===== src/rtl/core/assert_macros.svh =====
// ----------------------------------------------------------------------------
// assert_macros.svh
// assertion shorthands for the tokenizer rtl
// ----------------------------------------------------------------------------
`ifndef ASSERT_MACROS_SVH
`define ASSERT_MACROS_SVH

`ifndef ASSERT_OFF
`define ASSERT_ON_CLK(label, clk, rst, prop) \
  label: assert property (@(posedge clk) disable iff (rst) (prop)) \
    else $error("assertion failed");
`define ASSERT_AFTER_RST(label, clk, rst, prop) \
  label: assert property (@(posedge clk) rst |=> (prop)) \
    else $error("reset assertion failed");
`else
`define ASSERT_ON_CLK(label, clk, rst, prop)
`define ASSERT_AFTER_RST(label, clk, rst, prop)
`endif

`endif


===== src/rtl/core/sct_pkg.sv =====
// ----------------------------------------------------------------------------
// sct_pkg
// shared types, character codes and classifiers of the script tokenizer
// ----------------------------------------------------------------------------
`timescale 1ns / 1ps

package sct_pkg;

  localparam int QUEUE_DEPTH_DEF = 4;
  localparam int MAX_RES = 3;

  localparam logic [7:0] CH_NUL    = 8'h00;
  localparam logic [7:0] CH_TAB    = 8'h09;
  localparam logic [7:0] CH_LF     = 8'h0a;
  localparam logic [7:0] CH_CR     = 8'h0d;
  localparam logic [7:0] CH_SPACE  = 8'h20;
  localparam logic [7:0] CH_DQUOTE = 8'h22;
  localparam logic [7:0] CH_HASH   = 8'h23;
  localparam logic [7:0] CH_DOLLAR = 8'h24;
  localparam logic [7:0] CH_PCT    = 8'h25;
  localparam logic [7:0] CH_SQUOTE = 8'h27;
  localparam logic [7:0] CH_DOT    = 8'h2e;
  localparam logic [7:0] CH_SEMI   = 8'h3b;
  localparam logic [7:0] CH_BSLASH = 8'h5c;
  localparam logic [7:0] CH_USCORE = 8'h5f;
  localparam logic [7:0] CH_LBRACE = 8'h7b;
  localparam logic [7:0] CH_RBRACE = 8'h7d;

  typedef enum logic [0:0] {
    ITEM_CONTENT = 1'b0,
    ITEM_END     = 1'b1
  } item_kind_t;

  typedef enum logic [2:0] {
    TK_WORD    = 3'd0,
    TK_NUMBER  = 3'd1,
    TK_TEXT    = 3'd2,
    TK_CHARS   = 3'd3,
    TK_CONTENT = 3'd4,
    TK_SPECIAL = 3'd5,
    TK_LINEEND = 3'd6
  } tok_kind_t;

  typedef enum logic [9:0] {
    M_IDLE    = 10'b00_0000_0001,
    M_WORD    = 10'b00_0000_0010,
    M_NUMBER  = 10'b00_0000_0100,
    M_INCLUDE = 10'b00_0000_1000,
    M_TEXT    = 10'b00_0001_0000,
    M_CHARS   = 10'b00_0010_0000,
    M_CONTENT = 10'b00_0100_0000,
    M_COMMENT = 10'b00_1000_0000,
    M_LINEEND = 10'b01_0000_0000,
    M_SKIPCMT = 10'b10_0000_0000
  } lex_mode_t;

  typedef struct packed {
    item_kind_t kind;
    tok_kind_t  tk;
    logic [7:0] ch;
  } res_t;

  typedef struct packed {
    logic [1:0] count;
    res_t [MAX_RES-1:0] res;
  } grp_t;

  function automatic res_t mk_res(input item_kind_t kind, input tok_kind_t tk,
                                  input logic [7:0] ch);
    res_t r;
    r.kind = kind;
    r.tk   = tk;
    r.ch   = (kind == ITEM_END) ? 8'h00 : ch;
    return r;
  endfunction

  function automatic logic is_alpha(input logic [7:0] c);
    return (c inside {[8'h61:8'h7a], [8'h41:8'h5a]});
  endfunction

  function automatic logic is_digit(input logic [7:0] c);
    return (c inside {[8'h30:8'h39]});
  endfunction

  function automatic logic is_punct(input logic [7:0] c);
    return (c inside {[8'd33:8'd47], [8'd58:8'd64], [8'd91:8'd96], [8'd123:8'd126]});
  endfunction

  function automatic logic is_eol(input logic [7:0] c);
    return (c == CH_CR) || (c == CH_LF);
  endfunction

endpackage


===== src/rtl/core/sct_front.sv =====
// ----------------------------------------------------------------------------
// sct_front
// lexer state and per-byte classification into a group of up to three words
// ----------------------------------------------------------------------------
`timescale 1ns / 1ps

module sct_front
  import sct_pkg::*;
(
  input  logic       clk,
  input  logic       rst,
  input  logic       take,
  input  logic [7:0] in_char,
  output grp_t       grp,
  output logic       grp_valid
);

  lex_mode_t lex_mode, lex_mode_next;
  logic      held_bs, held_bs_next;

  always_comb begin
    logic [1:0] n;
    logic       redo;
    logic [7:0] b;
    logic [7:0] q;
    tok_kind_t  qk;
    logic       esc_bs;
    n             = 2'd0;
    redo          = 1'b0;
    b             = in_char;
    grp           = '0;
    lex_mode_next = lex_mode;
    held_bs_next  = held_bs;
    q             = (lex_mode == M_TEXT) ? CH_DQUOTE : CH_SQUOTE;
    qk            = (lex_mode == M_TEXT) ? TK_TEXT : TK_CHARS;
    esc_bs        = (lex_mode == M_TEXT);

    case (lex_mode)
      M_WORD, M_NUMBER: begin
        if (is_alpha(b) || is_digit(b) ||
            (lex_mode == M_WORD && b == CH_USCORE) ||
            (lex_mode == M_NUMBER && b == CH_DOT)) begin
          grp.res[n] = mk_res(ITEM_CONTENT, (lex_mode == M_WORD) ? TK_WORD : TK_NUMBER, b);
          n = n + 2'd1;
        end else begin
          grp.res[n] = mk_res(ITEM_END, (lex_mode == M_WORD) ? TK_WORD : TK_NUMBER, b);
          n = n + 2'd1;
          redo = 1'b1;
        end
      end
      M_INCLUDE: begin
        if (b == CH_NUL || b == CH_HASH) lex_mode_next = M_IDLE;
      end
      M_TEXT, M_CHARS: begin
        if (held_bs && (b == q || (esc_bs && b == CH_BSLASH))) begin
          held_bs_next = 1'b0;
          grp.res[n] = mk_res(ITEM_CONTENT, qk, b);
          n = n + 2'd1;
        end else begin
          held_bs_next = 1'b0;
          if (b == CH_BSLASH) begin
            grp.res[n] = mk_res(ITEM_CONTENT, qk, b);
            n = n + 2'd1;
            held_bs_next = 1'b1;
          end else if (b == q) begin
            grp.res[n] = mk_res(ITEM_CONTENT, qk, b);
            n = n + 2'd1;
            grp.res[n] = mk_res(ITEM_END, qk, b);
            n = n + 2'd1;
            lex_mode_next = M_IDLE;
          end else if (b == CH_NUL || is_eol(b)) begin
            grp.res[n] = mk_res(ITEM_CONTENT, qk, q);
            n = n + 2'd1;
            grp.res[n] = mk_res(ITEM_END, qk, b);
            n = n + 2'd1;
            redo = 1'b1;
          end else begin
            grp.res[n] = mk_res(ITEM_CONTENT, qk, b);
            n = n + 2'd1;
          end
        end
      end
      M_CONTENT: begin
        if (b == CH_RBRACE) begin
          held_bs_next = 1'b0;
          if (held_bs) begin
            grp.res[n] = mk_res(ITEM_CONTENT, TK_CONTENT, b);
            n = n + 2'd1;
          end else begin
            grp.res[n] = mk_res(ITEM_END, TK_CONTENT, b);
            n = n + 2'd1;
            lex_mode_next = M_IDLE;
          end
        end else begin
          if (held_bs) begin
            grp.res[n] = mk_res(ITEM_CONTENT, TK_CONTENT, CH_BSLASH);
            n = n + 2'd1;
          end
          held_bs_next = 1'b0;
          if (b == CH_NUL) begin
            grp.res[n] = mk_res(ITEM_END, TK_CONTENT, b);
            n = n + 2'd1;
            lex_mode_next = M_IDLE;
          end else if (b == CH_BSLASH) begin
            held_bs_next = 1'b1;
          end else begin
            grp.res[n] = mk_res(ITEM_CONTENT, TK_CONTENT, b);
            n = n + 2'd1;
          end
        end
      end
      M_COMMENT: begin
        if (b == CH_NUL) begin
          grp.res[n] = mk_res(ITEM_END, TK_LINEEND, b);
          n = n + 2'd1;
          lex_mode_next = M_IDLE;
          held_bs_next = 1'b0;
        end else if (is_eol(b)) begin
          lex_mode_next = M_LINEEND;
        end else begin
          grp.res[n] = mk_res(ITEM_CONTENT, TK_LINEEND, b);
          n = n + 2'd1;
        end
      end
      M_LINEEND: begin
        if (b == CH_SEMI) begin
          lex_mode_next = M_SKIPCMT;
        end else if (!is_eol(b)) begin
          grp.res[n] = mk_res(ITEM_END, TK_LINEEND, b);
          n = n + 2'd1;
          redo = 1'b1;
        end
      end
      M_SKIPCMT: begin
        if (b == CH_NUL) begin
          grp.res[n] = mk_res(ITEM_END, TK_LINEEND, b);
          n = n + 2'd1;
          lex_mode_next = M_IDLE;
          held_bs_next = 1'b0;
        end else if (is_eol(b)) begin
          lex_mode_next = M_LINEEND;
        end
      end
      default: begin
        redo = 1'b1;
      end
    endcase

    // start of a new token from idle
    if (redo) begin
      lex_mode_next = M_IDLE;
      held_bs_next  = 1'b0;
      if (b == CH_NUL || b == CH_SPACE || b == CH_TAB) begin
        lex_mode_next = M_IDLE;
      end else if (is_alpha(b) || b == CH_USCORE) begin
        grp.res[n] = mk_res(ITEM_CONTENT, TK_WORD, b);
        n = n + 2'd1;
        lex_mode_next = M_WORD;
      end else if (is_digit(b) || b == CH_DOLLAR || b == CH_PCT) begin
        grp.res[n] = mk_res(ITEM_CONTENT, TK_NUMBER, b);
        n = n + 2'd1;
        lex_mode_next = M_NUMBER;
      end else if (b == CH_HASH) begin
        lex_mode_next = M_INCLUDE;
      end else if (b == CH_DQUOTE) begin
        grp.res[n] = mk_res(ITEM_CONTENT, TK_TEXT, b);
        n = n + 2'd1;
        lex_mode_next = M_TEXT;
      end else if (b == CH_SQUOTE) begin
        grp.res[n] = mk_res(ITEM_CONTENT, TK_CHARS, b);
        n = n + 2'd1;
        lex_mode_next = M_CHARS;
      end else if (b == CH_LBRACE) begin
        lex_mode_next = M_CONTENT;
      end else if (b == CH_SEMI) begin
        lex_mode_next = M_COMMENT;
      end else if (is_punct(b)) begin
        grp.res[n] = mk_res(ITEM_CONTENT, TK_SPECIAL, b);
        n = n + 2'd1;
        grp.res[n] = mk_res(ITEM_END, TK_SPECIAL, b);
        n = n + 2'd1;
      end else if (is_eol(b)) begin
        lex_mode_next = M_LINEEND;
      end
    end

    grp.count = n;
    grp_valid = (n != 2'd0);
  end

  always_ff @(posedge clk) begin
    if (rst) begin
      lex_mode <= M_IDLE;
      held_bs  <= 1'b0;
    end else if (take) begin
      lex_mode <= lex_mode_next;
      held_bs  <= held_bs_next;
    end
  end

endmodule


===== src/rtl/core/sct_queue.sv =====
// ----------------------------------------------------------------------------
// sct_queue
// short register queue of result groups between front and back
// ----------------------------------------------------------------------------
`timescale 1ns / 1ps

module sct_queue
  import sct_pkg::*;
#(
  parameter int DEPTH = QUEUE_DEPTH_DEF
) (
  input  logic clk,
  input  logic rst,
  input  logic wr,
  input  grp_t wr_grp,
  output logic full,
  input  logic rd,
  output grp_t rd_grp,
  output logic avail
);

  localparam int AW = (DEPTH > 1) ? $clog2(DEPTH) : 1;
  localparam int CW = $clog2(DEPTH + 1);

  grp_t          slots [DEPTH];
  logic [AW-1:0] wptr, rptr;
  logic [CW-1:0] count;

  assign full   = (count == CW'(DEPTH));
  assign avail  = (count != '0);
  assign rd_grp = slots[rptr];

  always_ff @(posedge clk) begin
    if (wr && !full) slots[wptr] <= wr_grp;
  end

  always_ff @(posedge clk) begin
    if (rst) begin
      wptr  <= '0;
      rptr  <= '0;
      count <= '0;
    end else begin
      if (wr && !full) wptr <= (wptr == AW'(DEPTH - 1)) ? '0 : wptr + 1'b1;
      if (rd && avail) rptr <= (rptr == AW'(DEPTH - 1)) ? '0 : rptr + 1'b1;
      count <= count + CW'(wr && !full) - CW'(rd && avail);
    end
  end

endmodule


===== src/rtl/core/sct_back.sv =====
// ----------------------------------------------------------------------------
// sct_back
// output register that hands out the words of one group, one per pop
// ----------------------------------------------------------------------------
`timescale 1ns / 1ps

module sct_back
  import sct_pkg::*;
(
  input  logic       clk,
  input  logic       rst,
  input  logic       q_avail,
  input  grp_t       q_grp,
  output logic       q_rd,
  output logic       empty,
  input  logic       pop,
  output logic       item_kind,
  output logic [2:0] token_kind,
  output logic [7:0] token_char
);

  grp_t       cur;
  logic       loaded;
  logic [1:0] idx;
  logic       last;
  res_t       head;

  assign head       = cur.res[idx];
  assign last       = (idx == cur.count - 2'd1);
  assign empty      = !loaded;
  assign item_kind  = head.kind;
  assign token_kind = head.tk;
  assign token_char = head.ch;
  assign q_rd       = (!loaded || (pop && last)) && q_avail;

  always_ff @(posedge clk) begin
    if (q_rd) cur <= q_grp;
  end

  always_ff @(posedge clk) begin
    if (rst) begin
      loaded <= 1'b0;
      idx    <= '0;
    end else if (q_rd) begin
      loaded <= 1'b1;
      idx    <= '0;
    end else if (loaded && pop) begin
      if (last) loaded <= 1'b0;
      else idx <= idx + 2'd1;
    end
  end

endmodule


===== src/rtl/core/script_char_tokenizer.sv =====
// ----------------------------------------------------------------------------
// script_char_tokenizer
// script byte tokenizer: tags token content bytes and token ends
// ----------------------------------------------------------------------------
// usage:
//   input channel: drive in_char and raise push; the byte is taken at a clock
//   edge where push is high and full is low. a zero byte ends the script.
//   result channel: while empty is low the oldest word sits on item_kind,
//   token_kind and token_char; it is taken at an edge where pop is high.
//   each byte yields zero to three words.
// path: the words of a taken byte are written into the queue and then
//   loaded into the output register before they show on the result ports.
// throughput: one byte per cycle as long as the receiver keeps up; the
//   output side moves one word per cycle, so bytes giving two or three words
//   are drained more slowly than bytes are taken. a queue of QUEUE_DEPTH
//   word groups sits between the lexer and the output register.
// reset: lexer returns to idle between tokens, queue and output are emptied.
// stall: with pop low the output holds, the queue fills and full then holds
//   off further bytes; lexer state only moves on taken bytes.
// ----------------------------------------------------------------------------
`timescale 1ns / 1ps
`include "assert_macros.svh"

module script_char_tokenizer
  import sct_pkg::*;
#(
  parameter int QUEUE_DEPTH = QUEUE_DEPTH_DEF
) (
  input  logic       clk,
  input  logic       rst,
  input  logic       push,
  output logic       full,
  input  logic [7:0] in_char,
  output logic       empty,
  input  logic       pop,
  output logic       item_kind,
  output logic [2:0] token_kind,
  output logic [7:0] token_char
);

  logic take;
  grp_t f_grp;
  logic f_valid;
  grp_t q_grp;
  logic q_avail;
  logic q_rd;

  assign take = push && !full;

  sct_front u_front (
    .clk       (clk),
    .rst       (rst),
    .take      (take),
    .in_char   (in_char),
    .grp       (f_grp),
    .grp_valid (f_valid)
  );

  sct_queue #(.DEPTH(QUEUE_DEPTH)) u_queue (
    .clk    (clk),
    .rst    (rst),
    .wr     (take && f_valid),
    .wr_grp (f_grp),
    .full   (full),
    .rd     (q_rd),
    .rd_grp (q_grp),
    .avail  (q_avail)
  );

  sct_back u_back (
    .clk        (clk),
    .rst        (rst),
    .q_avail    (q_avail),
    .q_grp      (q_grp),
    .q_rd       (q_rd),
    .empty      (empty),
    .pop        (pop),
    .item_kind  (item_kind),
    .token_kind (token_kind),
    .token_char (token_char)
  );

  `ASSERT_ON_CLK(a_end_char_zero, clk, rst, (!empty && item_kind) |-> (token_char == 8'h00))
  `ASSERT_ON_CLK(a_kind_range, clk, rst, !empty |-> (token_kind <= 3'd6))
  `ASSERT_ON_CLK(a_queued_grp_nonempty, clk, rst, q_rd |-> (q_grp.count != 2'd0))
  `ASSERT_AFTER_RST(a_reset_clear, clk, rst, empty && !full)

endmodule


===== config.mk =====
export PLATFORM = sky130hd
export DESIGN_NAME = script_char_tokenizer
export DESIGN_NICKNAME = d
export VERILOG_FILES = /design/src/rtl/core/sct_pkg.sv /design/src/rtl/core/sct_front.sv /design/src/rtl/core/sct_queue.sv /design/src/rtl/core/sct_back.sv /design/src/rtl/core/script_char_tokenizer.sv
export VERILOG_INCLUDE_DIRS = /design/src /design/src/rtl/core
export SDC_FILE = /design/constraint.sdc
export NUM_CORES = 1
export LEC_CHECK = 0
export ABC_AREA = 1
export BUFFER_PORTS_ARGS = -buffer_cell sky130_fd_sc_hd__buf_2
export CAP_MARGIN = 20
export CORE_MARGIN = 2
export CORE_UTILIZATION = 45
export CTS_BUF_LIST = sky130_fd_sc_hd__clkbuf_16
export DETAILED_ROUTE_END_ITERATION = 10
export GPL_ROUTABILITY_DRIVEN = 1
export PLACE_DENSITY = 0.66
export SLEW_MARGIN = 0
export SYNTH_ARGS = -nofsm -noshare
export SYNTH_HDL_FRONTEND = slang
export SYNTH_HIERARCHICAL = 1
export SYNTH_SLANG_ARGS = --single-unit

===== constraint.sdc =====
create_clock -name clk -period 10.5 [get_ports clk]
set_clock_uncertainty 0.15 [all_clocks]
set_input_delay 1.575 -clock clk [delete_from_list [all_inputs] [get_ports clk]]
set_output_delay 1.575 -clock clk [all_outputs]
set_load 0.005 [all_outputs]

==> summary.md, run 1 <==
| Metric | Value |
|---|---|
| Sink Count | approximately 210 |
| Die Ht | 158 um |
| Slew Viols, Final | 0 |
| Worst Setup End Kind | flip-flop |
| Worst R2R Setup Slack | 5.81 ns |
| Total chip power | roughly 2800 uW |
| # hold bufs at CTS | 0 |
| Critical path data required time | ~11 ns |
| Max frequency | ~0.18 GHz |
| Layout cells sized above 1 | 0.130 |
| Status | complete, no violations |
| DR iter-0 viols | 660 |
| Slew headroom | 0.405 |
| Vias in the first global route | between 7,000 and 8,000 |
| RR Endpoint | u_queue/count[2] |
| Max Cap Viol | 0 |
| Worst-path clk slew | 0.06 ns |
| Commonest non-fill, non-tap cells in the layout | edfxtp_1, nand2_1, nor2_1 |
| Clk root buf | clkbuf_16 |
| Fin Hold WS | 0.369 ns |
| RSZ-0062 raised after global routing | no |
| Fin Setup TNS | 0 ns |
| DRT Pass-1 Iters | 5 |
| Syn nets | 1,145 |
| Fin crit period | between 5 and 6 ns |
| Antenna Nets Post-Route | 0 |
| Setup crit start kind | input port |
| Net switching power | between 1000 and 1500 uW |
| R2R depth | 26 |
| Peak VDD IR | ~0.00012 V |
| CP Launch Point | in_char[6] |
| Critical Path Fanout Max | 11 |
| Clock network power share | 0.265 |
| LEAKAGE | between 0.004 and 0.005 uW |
| Yosys reg bits | 213 |
| Register area share after synthesis | 0.579 |
| Post-route clock period utilization | 0.521 |
| Worst-Margin Slew | between 0.8 and 0.9 ns |
| Pin count of the biggest net entering global routing | just under 80 |
| Syn Area/Cell | around 9.5 um2 |
| CTS tree | yes |
| Post-CTS setup buffers | 0 |
| Final Hold Vio Count | 0 |
| CP max stage delay | between 0.3 and 0.4 ns |
| Die width | 158 um |
| Clk Latency, worst-skew pair | approximately 0.52 ns |
| Sw Ratio | 0.355 |
| Setup violators final | 0 |
| Worst Setup Path Type | input port to flip-flop |
| Pwr dens | between 200 and 250 mW/mm2 |
| Post-layout nets | between 1,000 and 1,500 |
| CP arrival | 5.74 ns |
| Vias/cell | between 5 and 6 |
| Sequential share of power | 0.428 |
| Synth cell types | between 50 and 60 |
| IO Port Bufs | 25 |
| First-pass GRT wire length | roughly 41,000 um |
| TritonCTS buffer count | 23 |
| Ys Warns | 6 |
| Crit path top cell by count | nand2_1 |
| Most common cell after layout, fill and taps aside | edfxtp_1 |
| Initial antenna violation count | 0 |
| FP Rows | 56 |
| Wire per inst | about 18 um |
| Total die area | ~0.025 mm2 |
| Overall Global Routing Usage | 0.213 |
| Ant. Diodes | 0 |
| Reg2reg start | u_front/held_bs |
| Post-synthesis instance area | between 0.01 and 0.015 mm2 |
| Core outline area | approximately 0.023 mm2 |
| P_int | 1830 uW |
| CTS resizes | 0 |
| Min-Delay Path Class | flip-flop to flip-flop |
| Residual overflow from global routing | 0 |
| Combinational cell fraction of total power | 0.307 |
| Detailed-route wire length | approximately 26,000 um |
| Area growth syn-to-layout | 9.91% |
| Worst-case clock buffer depth | 3 |
| Gpl congestion | between 0.9 and 1 |
| Max H-tree Level | 1 |
| Post-Synthesis Cells | 1,118 |
| Ports | 26 |
| Crit path to | u_queue/count[2] |
| DRC violations left | 0 |
| Initial Util | 0.456 |
| Via Count | roughly 8,000 |
| Final HPWL DP | 17,800 um |
| Critical path's slowest cell | fa_1 |
==> worst max-delay path, delay by kind of cell <==
kind,cells,cell delay (ns)
fa+ha+maj,4,1.23
simple gates,20,2.32
buf+inv,5,0.54
compound gates,1,0.05
==> stage by stage <==
step	utilization	instance area [um2]	cells	setup slack, ns
after detailed placement	0.471	11000	1429	4.51
final	0.501	11700	1470	5.03
after CTS	0.501	11700	1470	5.05
after global placement	0.471	11000	1429	4.56
after global routing	0.501	11700	1470	4.57
after floorplan	-	10600	1118	4.35
==> power by group through the flow <==
stage	combinational, uW	clock, uW	sequential (uW)
6_report	875	753	1220
5_1_grt	990	797	1230
4_1_cts	874	767	1220
3_5_place_dp	872	0	1230
3_3_place_gp	858	0	1230
2_1_floorplan	646	0	1220
==> registers in the layout, summed over array words and instances, names as in the netlist, named ones only <==
name / cells
u_back/idx: 2
u_queue/slots: 152
u_queue/rptr: 2
u_back/loaded: 1
u_queue/wptr: 2
u_front/lex_mode: 10
u_queue/count: 3
u_front/held_bs: 1
u_back/cur: 38
==> Yosys cell counts, drive strengths merged <==
library cell    n  share of area
nand2         199          0.077
nor2          199          0.079
edfxtp        190           0.54
o21ai         131          0.063
inv           109          0.039
nand3          85          0.044
o22ai          41          0.024
buf            27          0.019
nor3           24          0.013
dfxtp          23          0.043
a21oi          21          0.011
clkbuf         14         0.0054
ha             14          0.016
nand4          10         0.0079
nand3b          4         0.0028
o31ai           4         0.0028
clkinv          3         0.0011
xor2            3         0.0025
a31oi           2         0.0012
o211ai          2         0.0019
o21bai          2         0.0014
or2             2         0.0012
a211oi          1        0.00071
a22oi           1        0.00071
and3            1        0.00059
conb            1        0.00035
fa              1         0.0019
nor3b           1        0.00071
o2111ai         1        0.00082
o21a            1        0.00071
o221ai          1        0.00082
==> area by class of cell <==
type | instances | area, um2
fillers | 2162 | 11600
flip-flops and latches | 213 | 6170
multi-input cells | 752 | 3820
clock buffers | 23 | 576
inverters | 112 | 423
well taps | 319 | 399
repair buffers | 33 | 185
clock inverters | 18 | 128
==> per-layer routing <==
layer	GRT usage	up-vias	part of all wire
met5	0	-	0
met4	0.0571	0	0.023
met3	0.0271	45	0.065
met2	0.345	309	0.46
met1	0.305	3720	0.45
li1	-	3881	-
==> kinds of logic after synthesis <==
| family | synth area share |
|---|---|
| XOR/XNOR | 0.00247 |
| buffers and inverters | 0.0646 |
| other | 0.000352 |
| AO/OA/AOI/OAI | 0.109 |
| AND/OR/NAND/NOR | 0.226 |
| adder cells (fa/ha/maj) | 0.0183 |
| flip-flops | 0.579 |
==> worst min-delay path by stage <==
stage / startpoint / endpoint / slack (ns) / cells after the start
3_5_place_dp: u_front/lex_mode[0] / u_front/lex_mode[0] / 0.36 / 2
2_1_floorplan: u_back/loaded / u_back/loaded / 0.32 / 2
6_report: u_front/lex_mode[0] / u_front/lex_mode[0] / 0.37 / 2
3_3_place_gp: u_front/lex_mode[0] / u_front/lex_mode[0] / 0.35 / 2
5_1_grt: u_front/lex_mode[0] / u_front/lex_mode[0] / 0.39 / 2
4_1_cts: u_front/lex_mode[0] / u_front/lex_mode[0] / 0.37 / 2
(Power assumes the default switching activity.)
==> run 2: changes to the inputs <==
==> constraint.sdc (replaced) <==
create_clock -name clk -period 5.5 [get_ports clk]
set_clock_uncertainty 0.15 [all_clocks]
set_input_delay 0.825 -clock clk [delete_from_list [all_inputs] [get_ports clk]]
set_output_delay 0.825 -clock clk [all_outputs]
set_load 0.005 [all_outputs]
==> run 2 against run 1 <==
Combinational power is 98% higher. Setup slack got worse by 4.2 ns. Final area grew 1.2%. Final cell count is 0.61% higher. Utilization increased by 0.58 points. Die area did not move. Worst hold slack got worse by 0.0064 ns. Critical path depth decreased by 3. Clock power rose by 98%. Via count rose by 2.3%. Non-clock buffer count rose by 6. Critical path type is now flip-flop to flip-flop. Largest cell class unchanged.
==> summary.md, run 2 (synthesized netlist as in run 1, its figures left out) <==
| Metric | Value |
|---|---|
| Crit path top cell by count | nand2_1 |
| Layout cells sized above 1 | 0.135 (+0.00502) |
| CTS resizes | 0 (unchanged) |
| Pin count of the biggest net entering global routing | 78 (unchanged) |
| IO Port Bufs | 25 (unchanged) |
| Setup crit start kind | flip-flop |
| Clk root buf | clkbuf_16 |
| Total die area | 0.0249 mm2 (unchanged) |
| Commonest non-fill, non-tap cells in the layout | edfxtp_1, nand2_1, nor2_1 |
| Min-Delay Path Class | flip-flop to flip-flop |
| Critical Path Fanout Max | 13 (+2) |
| Cell family with most CP delay | simple AND/OR/NAND/NOR gates |
| Fin crit period | approximately 4.6 ns |
| Post-CTS setup buffers | 0 (unchanged) |
| Post-layout nets | 1,169 (+0.60%) |
| Pwr dens | 468 mW/mm2 (+92%) |
| WP buf/inv | 5 (unchanged) |
| Via Count | 8,134 (+2.3%) |
| Final Hold Vio Count | 0 (unchanged) |
| Status | complete, no violations |
| Most common cell after layout, fill and taps aside | edfxtp_1 |
| Wire per inst | 18.1 um (+1.8%) |
| DRT Pass-1 Iters | 5 (unchanged) |
| Sink Count | 213 (unchanged) |
| Worst-case clock buffer depth | 3 (unchanged) |
| Worst R2R Setup Slack | 0.87 ns (-4.94 ns) |
| Detailed-route wire length | 26,800 um (+2.4%) |
| Slew headroom | 0.453 (+0.0478) |
| Worst-Margin Slew | 0.814 ns (-0.0712 ns) |
| # hold bufs at CTS | 0 (unchanged) |
| Residual overflow from global routing | 0 (unchanged) |
| Core outline area | 0.0233 mm2 (unchanged) |
| Vias in the first global route | 7,441 (-2.0%) |
| Largest regs | u_queue/slots x152, u_back/cur x38, u_front/lex_mode x10 |
| Post-DP Area | 0.0111 mm2 (+0.87%) |
| Cell Count, Final, Fillers Out | 1,479 (+0.61%) |
| Die Ht | 158 um (unchanged) |
| First-pass GRT wire length | 41,300 um (+0.12%) |
| Initial antenna violation count | 0 (unchanged) |
| DRC violations left | 0 (unchanged) |
| RSZ-0062 raised after global routing | no |
| Vias/cell | 5.50 (+1.6%) |
| Critical path data required time | 5.55 ns (-5.22 ns) |
| Worst Setup Path Type | flip-flop to flip-flop |
| Peak VDD IR | 0.000207 V (+77%) |
| Post-route clock period utilization | 0.842 |
| Post-route cell area | 0.0118 mm2 (+1.2%) |
| Slew Viols, Final | 0 (unchanged) |
| Gpl congestion | 0.973 (-2.4%) |
| Max Cap Viol | 0 (unchanged) |
| CP max stage delay | 0.39 ns (about the same) |
| Critical path's slowest cell | ha_1 |
| CP arrival | 4.68 ns (-1.06 ns) |
| Die width | 158 um (unchanged) |
| CTS tree | yes |
| DR iter-0 viols | 765 (+16%) |
| Area growth syn-to-layout | 11.2% |
| Overall Global Routing Usage | 0.215 (+0.00159) |
| Ports | 26 (unchanged) |
| TritonCTS buffer count | 24 (+4.3%) |
| Worst Setup End Kind | flip-flop |
| LEAKAGE | 0.00477 uW (+1.7%) |
| Max H-tree Level | 1 (unchanged) |
| FP Rows | 56 (unchanged) |
| # fillers | 2,151 (-0.51%) |
| Worst-path clk slew | 0.07 ns (about the same) |
| Ant. Diodes | 0 (unchanged) |
| Max reg flops | 152 (unchanged) |
| Clk Latency, worst-skew pair | 0.51 ns (about the same) |
| Setup violators final | 0 (unchanged) |
| Antenna Nets Post-Route | 0 (unchanged) |
| Initial Util | 0.456 (unchanged) |
| Largest Register | u_queue/slots |
| Max frequency | ~0.22 GHz |
| Fin Setup TNS | 0 ns (unchanged) |
| Final HPWL DP | 18,500 um (+4.1%) |
| Placed Cells | 1,435 (+0.42%) |
## run 2: power by group
part           switching, uW  leakage (uW)  internal, uW
Clock                    618      0.000397           869
Combinational           1230       0.00235           504
Sequential               112       0.00203          2200
## run 2: cell type report
cell class,count,area [um2],share of cell area
clock buffer,25,626,0.0529
clock inverter,19,118,0.00994
inverter,112,423,0.0357
multi-input combinational,752,3820,0.323
sequential,213,6170,0.521
tap,319,399,0.0337
timing repair buffer,39,280,0.0237
## run 2: layer usage
metal	GRT usage	vias up	wire [um]
li1	-	3892	-
met1	0.305	3875	11800
met2	0.350	316	12400
met3	0.0252	51	1950
met4	0.0623	0	663
met5	0	-	0
## run 2: path summary, 6_finish.rpt
kind	from	to	cells past startpoint
max reg2reg	u_front/lex_mode[9]	u_queue/slots[0][30]	27
min reg2reg	u_front/lex_mode[0]	u_front/lex_mode[0]	2
max	u_front/lex_mode[9]	u_queue/slots[0][30]	27
min	u_front/lex_mode[0]	u_front/lex_mode[0]	2
## run 2: worst reg2reg max path: stages, from the launching register on
cell	delay [ns]
dfxtp_1	0.37
nor2_4	0.24
nand2_1	0.11
nor2_1	0.21
nand2_2	0.16
nand2_1	0.09
nand3_1	0.13
nand2_1	0.10
nand2_1	0.08
nand2_1	0.14
inv_2	0.05
nand2_2	0.11
nand2_1	0.11
inv_1	0.13
ha_1	0.40
or2_2	0.19
nand2_1	0.05
nand2_1	0.06
nand2_1	0.04
a21oi_1	0.12
nor2_1	0.08
nand2_1	0.07
inv_1	0.04
nor2_2	0.14
nand2_1	0.09
buf_4	0.19
nor2_4	0.38
buf_4	0.29
## run 2: through the flow
step / util / worst slack [ns] / hold WS (ns) / total power (uW)
global route: 0.507 / 0.550 / 0.417 / 5850
detailed placement: 0.475 / 0.451 / 0.357 / 4070
floorplan: - / 0.0961 / 0.318 / 3560
CTS: 0.507 / 0.900 / 0.368 / 5560
finish: 0.507 / 0.869 / 0.363 / 5530
global placement: 0.475 / 0.562 / 0.343 / 4030
==> run 3: changes to the inputs <==
--- a/config.mk
+++ b/config.mk
@@ -14,7 +14,7 @@
 export CTS_BUF_LIST = sky130_fd_sc_hd__clkbuf_16
 export DETAILED_ROUTE_END_ITERATION = 10
 export GPL_ROUTABILITY_DRIVEN = 1
-export PLACE_DENSITY = 0.66
+export PLACE_DENSITY = 0.68
 export SLEW_MARGIN = 0
 export SYNTH_ARGS = -nofsm -noshare
 export SYNTH_HDL_FRONTEND = slang
==> constraint.sdc (replaced) <==
create_clock -name clk -period 3.8 [get_ports clk]
set_clock_uncertainty 0.15 [all_clocks]
set_input_delay 0.57 -clock clk [delete_from_list [all_inputs] [get_ports clk]]
set_output_delay 0.57 -clock clk [all_outputs]
set_load 0.005 [all_outputs]
==> run 3 against run 2 <==
Power is 49% higher. Count of clock-buffer cells in the layout fell by 2. Worst hold slack got worse by 0.12 ns. Register-to-register slack worse by 0.62 ns. Die area stayed put. Utilization up 4.4 points. Sequential cell count unchanged. Highest routed layer unchanged. Critical path depth increased by 4. Largest cell class unchanged. Clock power increased by 45%. Non-clock buffer count up 115.
==> summary.md, run 3 (synthesized netlist as in run 1, its figures left out) <==
| Metric | Value |
|---|---|
| LEAKAGE | 0.00533 uW (+12%) |
| Largest Register | u_queue/slots |
| Critical Path Fanout Max | 4 (-9) |
| Overall Global Routing Usage | 0.214 (-0.000848) |
| Worst-path clk slew | 0.06 ns (about the same) |
| Vias/cell | 5.26 (-4.3%) |
| Max H-tree Level | 1 (unchanged) |
| Clk Latency, worst-skew pair | 0.52 ns (about the same) |
| Peak VDD IR | 0.000397 V (+91%) |
| Initial Util | 0.456 (unchanged) |
| Vias in the first global route | 7,820 (+5.1%) |
| Initial antenna violation count | 0 (unchanged) |
| Net switching power | 2890 uW (+47%) |
| Worst R2R Setup Slack | 0.25 ns (-0.62 ns) |
| Setup violators final | 0 (unchanged) |
| Pin count of the biggest net entering global routing | 77 (-1.3%) |
| CP max stage delay | 0.40 ns (about the same) |
| Post-route clock period utilization | 0.935 (+0.0935) |
| Via Count | 8,375 (+3.0%) |
| Die width | 158 um (unchanged) |
| RSZ-0062 raised after global routing | yes |
| DRT Pass-1 Iters | 5 (unchanged) |
| Multi-input logic area | 0.00393 mm2 (+3.0%) |
| Gpl congestion | 0.995 (+2.2%) |
| Most common cell after layout, fill and taps aside | edfxtp_1 |
| CP arrival | 3.81 ns (-0.87 ns) |
| IO Port Bufs | 25 (unchanged) |
| P_int | 5360 uW (+50%) |
| Largest regs | u_queue/slots x152, u_back/cur x38, u_front/lex_mode x10 |
| Min-Delay Path Class | input port to flip-flop |
| Fin Hold WS | 0.239 ns (-0.124 ns) |
| Final HPWL DP | 19,300 um (+4.2%) |
| Status | complete, no violations |
| Ports | 26 (unchanged) |
| Detailed-route wire length | 26,600 um (-0.82%) |
| FP Rows | 56 (unchanged) |
| TritonCTS buffer count | 23 (-4.2%) |
| Clock network power share | 0.262 (-0.007) |
| Clk root buf | clkbuf_16 |
| Commonest non-fill, non-tap cells in the layout | edfxtp_1, nor2_1, nand2_1 |
| Wire per inst | 16.7 um (-7.9%) |
| Max Cap Viol | 0 (unchanged) |
| Crit path top cell by count | nand2_1 |
| Worst Setup End Kind | flip-flop |
| Layout cells sized above 1 | 0.232 (+0.0964) |
| Total die area | 0.0249 mm2 (unchanged) |
| Ant. Diodes | 0 (unchanged) |
| Slew Viols, Final | 0 (unchanged) |
| DRC violations left | 0 (unchanged) |
| Cell Count, Final, Fillers Out | 1,592 (+7.6%) |
| Final Hold Vio Count | 0 (unchanged) |
| Pwr dens | 641 mW/mm2 (+37%) |
| Antenna Nets Post-Route | 0 (unchanged) |
| Register area | 0.00617 mm2 (about the same) |
| Setup crit start kind | flip-flop |
| Critical path data required time | 4.06 ns (-1.49 ns) |
| Slew headroom | 0.507 (+0.0536) |
| Max reg flops | 152 (unchanged) |
| Worst-Margin Slew | 0.740 ns (-0.0742 ns) |
| Post-layout nets | 1,283 (+9.8%) |
| First-pass GRT wire length | 41,200 um (-0.32%) |
| Sequential share of power | 0.405 (-0.013) |
| Fin crit period | 3.55 ns (-1.08 ns) |
| Combinational cell fraction of total power | 0.333 (+0.020) |
| # fillers | 2,098 (-2.5%) |
| CTS tree | yes |
| Sink Count | 213 (unchanged) |
| Die Ht | 158 um (unchanged) |
| Worst-case clock buffer depth | 3 (unchanged) |
| Placed Cells | 1,545 (+7.7%) |
| Residual overflow from global routing | 0 (unchanged) |
| Worst Setup Path Type | flip-flop to flip-flop |
| DR iter-0 viols | 695 (-9.2%) |
| Sw Ratio | 0.350 (-0.00359) |
| Area growth syn-to-layout | 20.8% |
| Critical path's slowest cell | fa_1 |
| Core outline area | 0.0233 mm2 (unchanged) |
| Max frequency | 0.281 GHz (+30%) |
run 3: cell types whose count changed in the layout (fill, tap and decap cells not counted), sizes merged:
cell	delta
inv	-7
clkinvlp	-1
clkinv	+7
buf	+115
clkbuf	-2
bufinv	+1
run 3: what timing repair did:
item                                    in CTS  in global routing
buffers inserted                             0                  5
endpoints found under the setup margin       0                153
gates resized for setup                      0                 16
hold buffers                                 0                  0
run 3: cell type report:
| type | instances | share of cell area |
|---|---|---|
| flip-flops and latches | 213 | 0.480 |
| multi-input cells | 752 | 0.306 |
| repair buffers | 154 | 0.0928 |
| clock buffers | 23 | 0.0448 |
| inverters | 112 | 0.0331 |
| well taps | 319 | 0.0310 |
| clock inverters | 19 | 0.0125 |
run 3: metrics by stage:
stage / setup WS (ns) / total power [uW] / area (um2) / TNS, ns / utilization
after floorplan: -0.124 / 5190 / 10800 / -16.31 / -
after global placement: -0.170 / 5990 / 12000 / -9.88 / 0.514
after detailed placement: -0.238 / 6080 / 12000 / -23.76 / 0.515
after CTS: 0.106 / 8250 / 12800 / 0 / 0.547
after global routing: -0.0318 / 8730 / 12900 / -0.0553 / 0.551
final: 0.245 / 8250 / 12900 / 0 / 0.551
run 3: worst paths after layout:
path / from / to / cells after the start
min reg2reg: u_front/lex_mode[0] / u_front/lex_mode[0] / 2
max reg2reg: u_front/lex_mode[6] / u_queue/count[2] / 31
min: rst / u_back/loaded / 2
max: u_front/lex_mode[6] / u_queue/count[2] / 31
run 3: critical path: cells and delay by family (launching register included):
family          cells  cell delay (ns)
compound gates      1             0.06
fa+ha+maj           3             0.77
buf+inv             6             0.46
simple gates       21             1.68
flops               1             0.33
run 3: per-layer routing:
layer	GRT usage	wire length [um]	up-vias
met3	0.0285	1660	59
met5	0	0	-
met1	0.288	11500	3886
met2	0.358	12500	309
met4	0.0736	896	0
li1	-	-	4121
run 3: power groups by stage:
stage / Sequential, uW / Combinational (uW) / Clock (uW)
final: 3340 / 2750 / 2160
after global routing: 3380 / 3070 / 2280
after CTS: 3340 / 2710 / 2200
after detailed placement: 3380 / 2690 / 0
after global placement: 3370 / 2620 / 0
after floorplan: 3360 / 1830 / 0
